<file path="src/hw/rtl/buc_pkg.sv">
// shared types, field widths and codes of the bilinear integer upscaler
// no dependencies
package buc_pkg;

	localparam int DEF_MAX_WIDTH  = 256;
	localparam int DEF_MAX_HEIGHT = 256;
	localparam int DEF_MAX_SCALE  = 16;

	localparam int PIX_W       = 8;
	localparam int SRC_W       = 8;
	localparam int COORD_W     = 12;
	localparam int IN_DATA_W   = 48;
	localparam int CFG_ADDR_W  = 2;
	localparam int CFG_DATA_W  = 9;
	localparam int SCALE_CFG_W = 5;
	localparam int DIM_CFG_W   = 9;
	localparam int PIX_MAX     = 255;

	localparam int RST_SCALE  = 2;
	localparam int RST_WIDTH  = 256;
	localparam int RST_HEIGHT = 256;

	localparam logic [CFG_ADDR_W-1:0] REG_SCALE  = 2'd0;
	localparam logic [CFG_ADDR_W-1:0] REG_WIDTH  = 2'd1;
	localparam logic [CFG_ADDR_W-1:0] REG_HEIGHT = 2'd2;

	localparam logic ACT_LOAD  = 1'b0;
	localparam logic ACT_QUERY = 1'b1;

	typedef struct packed {
		logic [COORD_W-1:0] out_y;
		logic [COORD_W-1:0] out_x;
		logic [PIX_W-1:0]   pixel_in;
		logic [SRC_W-1:0]   src_y;
		logic [SRC_W-1:0]   src_x;
	} in_pl_t;

	typedef enum logic [2:0] {
		ST_IDLE,
		ST_CHECK,
		ST_DIV,
		ST_READ,
		ST_NORM,
		ST_DONE
	} buc_state_t;

endpackage

</file>
<file path="src/hw/rtl/buc_div.sv">
// restoring divider, one quotient bit per cycle
// depends on buc_pkg for default widths
module buc_div #(
	parameter int NUM_W = buc_pkg::COORD_W,
	parameter int DEN_W = buc_pkg::SCALE_CFG_W
) (
	input  logic             clk,
	input  logic             arst_n,
	input  logic             start,
	input  logic [NUM_W-1:0] num,
	input  logic [DEN_W-1:0] den,
	output logic             busy,
	output logic [NUM_W-1:0] quo,
	output logic [DEN_W-1:0] rem
);

	localparam int CW = $clog2(NUM_W + 1);

	logic [CW-1:0]    cnt_q;
	logic             busy_q;
	logic [NUM_W-1:0] quo_q;
	logic [DEN_W-1:0] rem_q;
	logic [DEN_W-1:0] den_q;
	logic [DEN_W:0]   shifted;
	logic             fits;

	assign shifted = {rem_q, quo_q[NUM_W-1]};
	assign fits    = shifted >= {1'b0, den_q};

	always_ff @(posedge clk or negedge arst_n) begin
		if (!arst_n) begin
			busy_q <= 1'b0;
			cnt_q  <= '0;
		end else if (start) begin
			busy_q <= 1'b1;
			cnt_q  <= CW'(NUM_W);
		end else if (busy_q) begin
			cnt_q <= cnt_q - CW'(1);
			if (cnt_q == CW'(1)) begin
				busy_q <= 1'b0;
			end
		end
	end

	always_ff @(posedge clk) begin
		if (start) begin
			quo_q <= num;
			rem_q <= '0;
			den_q <= den;
		end else if (busy_q) begin
			quo_q <= {quo_q[NUM_W-2:0], fits};
			rem_q <= fits ? DEN_W'(shifted - {1'b0, den_q}) : DEN_W'(shifted);
		end
	end

	assign busy = busy_q;
	assign quo  = quo_q;
	assign rem  = rem_q;

endmodule

</file>
<file path="config.mk">
export PLATFORM = sky130hd
export DESIGN_NAME = buc_div
export DESIGN_NICKNAME = d
export VERILOG_FILES = /design/src/hw/rtl/buc_pkg.sv /design/src/hw/rtl/buc_div.sv
export SDC_FILE = /design/constraint.sdc
export NUM_CORES = 1
export LEC_CHECK = 0
export BUFFER_PORTS_ARGS = -buffer_cell sky130_fd_sc_hd__buf_4
export CAP_MARGIN = 20
export CORE_MARGIN = 4
export CORE_UTILIZATION = 40
export DETAILED_ROUTE_END_ITERATION = 6
export PLACE_DENSITY = 0.7
export REMOVE_ABC_BUFFERS = 1
export SYNTH_ARGS = -nofsm -noshare
export SYNTH_HDL_FRONTEND = slang
export SYNTH_SLANG_ARGS = --single-unit
</file>
<file path="constraint.sdc">
create_clock -name clk -period 4.6 [get_ports clk]
set_input_delay 0.23 -clock clk [delete_from_list [all_inputs] [get_ports clk]]
set_output_delay 0.23 -clock clk [all_outputs]
set_load 0.02 [all_outputs]
</file>
Word-level counts from Yosys, hierarchy flattened
Cells that the tools add are included.
- memory bits (read-only): 0
- logic and storage cells: 18
- latch bits: 0
- RAM bits: 0
- output and inout port bits: 18
- bits of input ports: 20
- memories: 0
- register bits: 27
- bitwise operators: 0
- shift-type cells: 0
- add/subtract/negate cells: 2
- order comparisons: 1
- reduce and logical (&&, ||, !) cells: 1
- muxes and demuxes: 8
- eq/ne operators: 1
- divide/modulo/power cells: 0
- multipliers: 0
- operators by type and width (cell ; count):
    two-way mux 12 bit ; 2
    two-way mux 4 bit ; 2
    greater-or-equal comparator 6 x 5 -> 1 bit ; 1
    two-way mux 5 bit ; 1
    subtractor 5 bit ; 1
    equality test 4 x 1 -> 1 bit (second input constant) ; 1
    subtractor 4 x 1 -> 4 bit (second input constant) ; 1
    two-way mux 1 bit ; 3
    nonzero test 2 bit ; 1

Longest topological paths before layout
Gate-level depths: netlist (run 1).
- depth after elaboration: 4
- mapped depth: 8
- depth with buffers taken out: 8

Least setup slack after synthesis (run 1)
OpenSTA, ideal clock, no wires.
- path kind: reg2reg
- start: register quo_q[11] (netlist: quo[11])
- end: register rem_q[2] (netlist: rem[2])
- data arrival time: 2169 ps
- library setup time: 95 ps
- period minus slack after synthesis: 2265 ps
- path buffers: 0
- data required time: 4505 ps
- slack: 2335 ps
- stages on the path, launching flop included: 9
- cell sequence: edfxtp_1 inv_1 ha_1 inv_1 fa_1 a211o_1 o211a_1 or4_1 o311ai_1
- word-level cells in the longest chain between the ends: 2
- elaborated cells between the ends (all ways): 3
- those cells by class: 1 x add/sub; 1 x order compare; 1 x mux
- ends and longest elaborated chain (element ; RTL line ; text):
    start, declared ; buc_div.sv:21 ; logic [NUM_W-1:0] quo_q;
    start signal, assigned ; buc_div.sv:47 ; quo_q <= num;
    start signal, assigned ; buc_div.sv:51 ; quo_q <= {quo_q[NUM_W-2:0], fits};
    subtractor 5 bit / greater-or-equal comparator 6 x 5 -> 1 bit (equally long branches) ; buc_div.sv:52, buc_div.sv:28 ;
    two-way mux 5 bit (*) ; buc_div.sv:52 ; rem_q <= fits ? DEN_W'(shifted - {1'b0, den_q}) : DEN_W'(shifted);
    end signal, assigned ; buc_div.sv:52 ;
    end, declared ; buc_div.sv:22 ; logic [DEN_W-1:0] rem_q;
Every way passes the cells marked *; elsewhere a longest branch is shown, timed or not.
A chain may end at the register's enable or synchronous reset.

Worst setup path after layout (run 1)
Same ends and word-level chain as after synthesis.

==> results of run 1 <==
worst max path at each step:
stage / slack (ns) / cells after the start / to / start
global route: 2.18 / 8 / rem[2]$_SDFFE_PP0P_ / quo[11]$_DFFE_PP_
detailed placement: 2.35 / 8 / rem[2]$_SDFFE_PP0P_ / quo[11]$_DFFE_PP_
CTS: 2.32 / 8 / rem[2]$_SDFFE_PP0P_ / quo[11]$_DFFE_PP_
global placement: 2.42 / 8 / rem[2]$_SDFFE_PP0P_ / quo[11]$_DFFE_PP_
floorplan: 2.34 / 8 / rem[2]$_SDFFE_PP0P_ / quo[11]$_DFFE_PP_
finish: 2.32 / 8 / rem[2]$_SDFFE_PP0P_ / quo[11]$_DFFE_PP_
routing by layer:
metal / routed length [um] / share of wire (%) / vias up / track usage, %
met5: 0 / 0 / - / 0
met1: 1200 / 45 / 468 / 17.3
li1: - / - / 487 / -
met3: 232 / 8.6 / 4 / 4.38
met2: 1230 / 45 / 38 / 21.3
met4: 39 / 1.4 / 0 / 4.57
Yosys cell counts (2+ instances only):
| master | number | area (sq um) |
|---|---|---|
| nand2_1 | 4 | 15.0 |
| a21o_1 | 2 | 15.0 |
| ha_1 | 7 | 87.6 |
| edfxtp_1 | 17 | 510 |
| nor2_1 | 8 | 30.0 |
| mux2_2 | 12 | 135 |
| a21oi_1 | 5 | 25.0 |
| dfrtp_1 | 5 | 125 |
| a211oi_1 | 2 | 15.0 |
| a211o_1 | 2 | 17.5 |
| nand2b_1 | 2 | 12.5 |
| clkbuf_1 | 4 | 15.0 |
| dfxtp_1 | 5 | 100 |
| inv_1 | 9 | 33.8 |
| xnor2_1 | 4 | 35.0 |
| nand3_1 | 2 | 10.0 |
| a311oi_1 | 2 | 17.5 |
through the flow:
step	cells	total power [mW]
after floorplan	108	0.539
after global placement	191	0.643
after detailed placement	191	0.648
after CTS	196	0.755
after global routing	196	0.802
final	196	0.749
registers in the layout (all words and copies together) (netlist names):
signal	count
quo	12
den_q	5
rem	5
cnt_q	4
busy	1
final cells by class:
| cell class | instances | area (sq um) |
|---|---|---|
| tap | 46 | 57.6 |
| sequential | 27 | 736 |
| multi-input combinational | 72 | 582 |
| clock buffer | 4 | 26.3 |
| timing repair buffer | 38 | 288 |
| fill | 297 | 1610 |
| inverter | 9 | 33.8 |
kinds of logic after synthesis:
family                     share of synthesized area (%)
DFF                                                 53.5
xor gates and xnor gates                            2.55
and+or+nand+nor                                     10.4
muxes                                               9.83
adders and majority gates                           7.83
buffers and inverters                               4.18
AOI/OAI and AO/OA                                   11.7
power groups by stage:
stage	registers (mW)	logic, mW	clock network, mW
after floorplan	0.376	0.162	0
final	0.339	0.306	0.104
after CTS	0.340	0.306	0.109
after detailed placement	0.345	0.303	0
after global placement	0.341	0.302	0
after global routing	0.346	0.337	0.119
==> reports/summary.log, run 1 <==
INFO  critical_path  worstSetupEndpointType=flip-flop
INFO  floorplanning  io_pins=38
INFO  critical_path  critical_path.reg2reg.startpoint=quo[11]$_DFFE_PP_
INFO  timing         fin_setup_tns=0ns
INFO  timing         final_hold_viol_count=0
INFO  synthesis      synth_enable_flop_cells=17
INFO  grt            antenna_violations_before_repair=0
INFO  synthesis      ys_seq_area_share=53.5%
INFO  timing         fin_crit=2.28ns
INFO  synthesis      post_synth_num_cell_types=39
INFO  timing         rsz0062_at_grt=false
INFO  cells_and_area layout.cells.most_common=buf_4
INFO  cells_and_area most-common-layout-cells=buf_4, edfxtp_1, mux2_2
INFO  cts            post_cts_hold_buffer_count=1
INFO  cells_and_area nNetsFinal=179
INFO  synthesis      yosys_warnings=0
INFO  grt            grt_start_max_net_pins=33
INFO  critical_path  start_kind=flip-flop
INFO  placed_design  placed_area=1690squm
INFO  synthesis      synthCells=114
INFO  floorplanning  floorplan.rows=21
INFO  cells_and_area number_of_inserted_diodes=0
INFO  detailed_routing drt_drc_violations_left=0
INFO  cts            clock_tree.htree_level_count=1
INFO  synthesis      synthesis.area=1380squm
INFO  floorplanning  fp.dieW=66.6um
INFO  synthesis      synthFlopType=edfxtp_1
INFO  critical_path  worst_path_most_repeated_cell=inv_1
INFO  critical_path  critical_path_arrival=2.53ns
INFO  detailed_routing route.detailed.vias_per_inst=5.09
INFO  critical_path  worst_reg_to_reg_cells=8
INFO  cells_and_area area_added_between_synthesis_and_finish=25.3%
INFO  detailed_routing dr_iter_0_viols=39
INFO  critical_path  reg2reg_setup_slack=2.32ns
INFO  floorplanning  fp.dieH=66.6um
INFO  cts            clock_tree_buf_depth=2
INFO  pwr            power_switching=0.266mW
INFO  pwr            power.ir.vdd_worst=0.243mV
INFO  pwr            internal_power=0.483mW
INFO  synthesis      synth-seq-cells=27
INFO  pwr            share_comb_of_total_power=40.8%
INFO  critical_path  worst-path-buf-inv=2
INFO  min_path       worst_hold_path.num_cells=1
INFO  timing         slew_violations=0
INFO  floorplanning  initial_core_util=41.2%
INFO  critical_path  path_max_fanout=4
INFO  cts            cts.reportedPaths.clkPinSlew=0.15ns
INFO  critical_path  critical_path.slowest_cell=or4_1
INFO  detailed_routing avgRoutedWirePerCell=13.8um
INFO  placed_design  buffer_ports.inserted=37
INFO  detailed_routing detailedRoute.firstPassIterationCount=4
INFO  detailed_routing drt_wl_total=2710um
INFO  flow_run       max_cap_viol_count=0
INFO  min_path       hold_path.class=in -> reg
INFO  cts            tritoncts=built
INFO  critical_path  crit_path_kind=reg -> reg
INFO  timing         timing.final.setup_violations=0
INFO  timing         worst_slew_pin_slew=0.632ns
INFO  pwr            seq_power_share=45.2%
INFO  timing         post_route_setup_slack=2.32ns
INFO  detailed_routing via_count=997
INFO  critical_path  critPathTopFamily=adder cells
INFO  pwr            p_leak=0.751nW
INFO  placed_design  place.gp.congestion=0.873
INFO  cts            cts.sink_count=27
INFO  timing         timing.fmax=0.440GHz
INFO  timing         timing.slew.headroom=57.6%
INFO  grt            grt_pass1_wl=4510um
INFO  floorplanning  floorplan.die_area=4440squm
INFO  grt            gr-total-overflow=0
INFO  grt            first_global_vias=992
INFO  grt            global_routing_usage_summed_across_all_routing_layers=13.5%
INFO  min_path       hold_path_end=den_q[1]$_DFFE_PP_
INFO  synthesis      syn-mean-instance-area=12.1squm
INFO  status         run_status=complete, no violations
INFO  synthesis      async_reset_ff_share=18.5%
INFO  critical_path  worstPathCellList=inv_1 -> ha_1 -> inv_1 -> fa_1 -> a211o_1 -> o211a_1 -> or4_1 -> o311ai_1
INFO  cts            clock_latency=0.33ns
INFO  cells_and_area post-route-cell-area=1720squm
INFO  critical_path  critical_path.reg2reg.endpoint=rem[2]$_SDFFE_PP0P_
INFO  cts            cts_inserted_buffers=3
INFO  timing         worst_clock_skew=0.00870ns
INFO  cts            cts_setup_buffers=0
INFO  critical_path  critPathMaxStageDelay=0.50ns
INFO  min_path       hold_path.startpoint=den[1]
INFO  critical_path  cp.required=4.85ns
INFO  placed_design  worst_case_setup_slack_after_placement=2.35ns
INFO  placed_design  post_dp_hpwl=1950um
INFO  floorplanning  core_region_area=3340squm
INFO  timing         final.period_utilization=49.5%
INFO  pwr            swShare=35.5%
INFO  cts            cts-root-buf=clkbuf_4
INFO  detailed_routing detail-route-antenna-nets=0
INFO  pwr            power.density_cell_area=435nW/um^2
INFO  cells_and_area fin_util=51.6%
INFO  pwr            clock_power_share=13.9%
INFO  cells_and_area drive_gt1_share=37.3%
INFO  cts            cts_repair_resize_count=0
INFO  timing         hold_slack=0.0609ns
(Power assumes the default switching activity.)
==> run 2: changes to the inputs <==
--- a/config.mk
+++ b/config.mk
@@ -10,7 +10,7 @@
 export CORE_MARGIN = 4
 export CORE_UTILIZATION = 40
 export DETAILED_ROUTE_END_ITERATION = 6
-export PLACE_DENSITY = 0.7
+export PLACE_DENSITY = 0.72
 export REMOVE_ABC_BUFFERS = 1
 export SYNTH_ARGS = -nofsm -noshare
 export SYNTH_HDL_FRONTEND = slang
==> constraint.sdc (replaced) <==
create_clock -name clk -period 2 [get_ports clk]
set_input_delay 0.1 -clock clk [delete_from_list [all_inputs] [get_ports clk]]
set_output_delay 0.1 -clock clk [all_outputs]
set_load 0.02 [all_outputs]
==> run 2 against run 1 <==
The flow now finishes with violations (setup timing); total power rose to 2.6 times the previous value; largest cell class unchanged; clock-buffer cell count is 1 lower; first-iteration DRC count down 2.6%.
==> reports/summary.log, run 2 (synthesis gave the netlist of run 1 again) <==
INFO  status         run_status=finished, violations left [was complete, no violations]
INFO  status         violations=setup timing
INFO  cts            clock_tree.htree_level_count=1 [unchanged]
INFO  critical_path  start_kind=flip-flop [unchanged]
INFO  floorplanning  io_pins=38 [unchanged]
INFO  critical_path  worstSetupEndpointType=flip-flop [unchanged]
INFO  timing         worst_slew_pin_slew=0.600ns [was 0.632 ns]
INFO  grt            gr-total-overflow=0 [unchanged]
INFO  critical_path  cp.required=2.24ns [was 4.85 ns]
INFO  grt            antenna_violations_before_repair=0 [unchanged]
INFO  timing         slew_violations=0 [unchanged]
INFO  critical_path  path_max_fanout=2 [was 4]
INFO  cells_and_area number_of_inserted_diodes=0 [unchanged]
INFO  timing         fin_crit=2.10ns [was 2.28 ns]
INFO  cts            clock_latency=0.32ns [was 0.33 ns]
INFO  detailed_routing drt_wl_total=2910um [was 2710 um]
INFO  detailed_routing route.detailed.vias_per_inst=5.08 [was 5.09]
INFO  critical_path  reg2reg_setup_slack=-0.1ns [was 2.32 ns]
INFO  timing         fin_setup_tns=-0.301ns [was 0 ns]
INFO  pwr            power.ir.vdd_worst=0.381mV [was 0.243 mV]
INFO  critical_path  worstPathCellList=inv_1 -> ha_2 -> inv_2 -> fa_2 -> a211o_1 -> o211a_1 -> or4_1 -> o311ai_1 [was inv_1 -> ha_1 -> inv_1 -> fa_1 -> a211o_1 -> o211a_1 -> or4_1 -> o311ai_1]
INFO  timing         final_hold_viol_count=0 [unchanged]
INFO  cells_and_area drive_gt1_share=46.9% [was 37.3%]
INFO  critical_path  critical_path.slowest_cell=edfxtp_1 [was or4_1]
INFO  min_path       worst_hold_path.num_cells=2 [was 1]
INFO  cts            cts-root-buf=clkbuf_4 [unchanged]
INFO  critical_path  critical_path.reg2reg.endpoint=rem[2]$_SDFFE_PP0P_ [unchanged]
INFO  timing         timing.slew.headroom=60.0% [was 57.6%]
INFO  cells_and_area fin_util=56.7% [was 51.6%]
INFO  cts            tritoncts=built [unchanged]
INFO  min_path       hold_path.class=in -> reg [unchanged]
INFO  pwr            power.density_cell_area=1010nW/um^2 [was 435 nW/um^2]
INFO  pwr            p_leak=0.821nW [was 0.751 nW]
INFO  cells_and_area most-common-layout-cells=buf_4, edfxtp_1, mux2_2 [unchanged]
INFO  timing         worst_clock_skew=0.00395ns [was 0.00870 ns]
INFO  floorplanning  fp.dieW=66.6um [unchanged]
INFO  min_path       hold_path.startpoint=num[7] [was den[1]]
INFO  timing         post_route_setup_slack=-0.0959ns [was 2.32 ns]
INFO  critical_path  crit_path_kind=reg -> reg [unchanged]
INFO  grt            grt_pass1_wl=4930um [was 4510 um]
INFO  grt            grt_start_max_net_pins=33 [unchanged]
INFO  detailed_routing drt_drc_violations_left=0 [unchanged]
INFO  cts            cts_inserted_buffers=3 [unchanged]
INFO  critical_path  worst-path-buf-inv=2 [unchanged]
INFO  timing         timing.final.setup_violations=5 [was 0]
INFO  placed_design  post_dp_hpwl=2080um [was 1950 um]
INFO  grt            first_global_vias=1083 [was 992]
INFO  critical_path  worst_reg_to_reg_cells=8 [unchanged]
INFO  floorplanning  initial_core_util=41.2% [unchanged]
INFO  cts            cts.sink_count=27 [unchanged]
INFO  cells_and_area layout.cells.most_common=buf_4 [unchanged]
INFO  grt            global_routing_usage_summed_across_all_routing_layers=14.1% [was 13.5%]
INFO  detailed_routing dr_iter_0_viols=38 [was 39]
INFO  critical_path  critical_path.reg2reg.startpoint=quo[11]$_DFFE_PP_ [unchanged]
INFO  cells_and_area post-route-cell-area=1890squm [was 1720 sq um]
INFO  detailed_routing detail-route-antenna-nets=0 [unchanged]
INFO  timing         rsz0062_at_grt=true [was false]
INFO  cts            cts.reportedPaths.clkPinSlew=0.15ns [about the same]
INFO  flow_run       max_cap_viol_count=0 [unchanged]
INFO  floorplanning  fp.dieH=66.6um [unchanged]
INFO  cts            clock_tree_buf_depth=2 [unchanged]
INFO  critical_path  critPathTopFamily=adder cells [unchanged]
INFO  min_path       hold_path_end=quo[7]$_DFFE_PP_ [was den_q[1]$_DFFE_PP_]
INFO  cells_and_area area_added_between_synthesis_and_finish=37.7% [was 25.3%]
INFO  cells_and_area number_of_flip_flops_under_the_largest_register_name=12 [unchanged]
INFO  floorplanning  floorplan.rows=21 [unchanged]
INFO  critical_path  critPathMaxStageDelay=0.43ns [was 0.50 ns]
INFO  detailed_routing avgRoutedWirePerCell=14.0um [was 13.8 um]
INFO  placed_design  buffer_ports.inserted=37 [unchanged]
INFO  detailed_routing via_count=1056 [was 997]
INFO  floorplanning  core_region_area=3340squm [unchanged]
INFO  cells_and_area nNetsFinal=191 [was 179]
INFO  placed_design  placed_area=1720squm [was 1690 sq um]
INFO  critical_path  critical_path_arrival=2.34ns [was 2.53 ns]
INFO  timing         final.period_utilization=105% [was 49.5%]
INFO  detailed_routing detailedRoute.firstPassIterationCount=4 [unchanged]
INFO  timing         timing.fmax=0.477GHz [was 0.440 GHz]
INFO  placed_design  place.gp.congestion=0.915 [was 0.873]
INFO  floorplanning  floorplan.die_area=4440squm [unchanged]
[run 2: cell types whose count changed in the layout (fill, tap and decap cells not counted), moves of 2 or more]
cell | previous run | this run
a211oi_2 | 0 | 2
buf_4 | 37 | 43
dlygate4sd3_1 | 1 | 6
a211oi_1 | 2 | 0
[run 2: metal layers]
layer	global-route usage (%)	up-vias	wire length, um
met5	0	-	0
met4	2.28	0	0
met3	3.20	0	156
met2	24.3	31	1490
met1	18.3	511	1260
li1	-	514	-
[run 2: worst max path at each step]
stage | end | cells past startpoint | startpoint
floorplan | rem[2]$_SDFFE_PP0P_ | 8 | quo[11]$_DFFE_PP_
finish | rem[2]$_SDFFE_PP0P_ | 8 | quo[11]$_DFFE_PP_
global placement | rem[2]$_SDFFE_PP0P_ | 8 | quo[11]$_DFFE_PP_
detailed placement | rem[2]$_SDFFE_PP0P_ | 8 | quo[11]$_DFFE_PP_
global route | rem[2]$_SDFFE_PP0P_ | 8 | quo[11]$_DFFE_PP_
CTS | rem[2]$_SDFFE_PP0P_ | 8 | quo[11]$_DFFE_PP_
[run 2: repair_timing]
action / 4_1_cts / 5_1_grt
hold buffers: 6 / 0
setup buffers: 1 / 2
pin swaps: 10 / 4
setup endpoints to repair: 6 / 6
hold endpoints to repair: 10 / 0
resized for setup: 7 / 9
[run 2: final cells by class]
class                           count  area, sq um
Clock buffer                        3         22.5
Clock inverter                      1         7.51
Fill cell                         296         1440
Inverter                            9         33.8
Multi-Input combinational cell     72          642
Sequential cell                    27          736
Tap cell                           46         57.6
Timing Repair Buffer               50          394
[run 2: worst register-to-register path, stage by stage, from the launching register on]
cell,delay [ns]
edfxtp_1,0.43
inv_1,0.09
ha_2,0.18
inv_2,0.04
fa_2,0.36
a211o_1,0.28
o211a_1,0.15
or4_1,0.41
o311ai_1,0.09
[run 2: through the flow]
| step | total power [mW] | cells | hold slack (ns) | setup slack, ns |
|---|---|---|---|---|
| global route | 2.03 | 208 | 0.0372 | -0.198 |
| detailed placement | 1.54 | 196 | -0.0962 | -0.199 |
| finish | 1.91 | 208 | 0.0644 | -0.0959 |
| floorplan | 1.24 | 108 | -0.196 | -0.265 |
| CTS | 1.84 | 207 | 0.0492 | -0.110 |
| global placement | 1.52 | 196 | -0.0961 | -0.0896 |
[run 2: where the power goes]
part | switching [mW] | total, mW | internal (mW)
clock | 0.170 | 0.246 | 0.0764
sequential | 0.0757 | 0.772 | 0.696
combinational | 0.449 | 0.892 | 0.443
total | 0.695 | 1.91 | 1.22
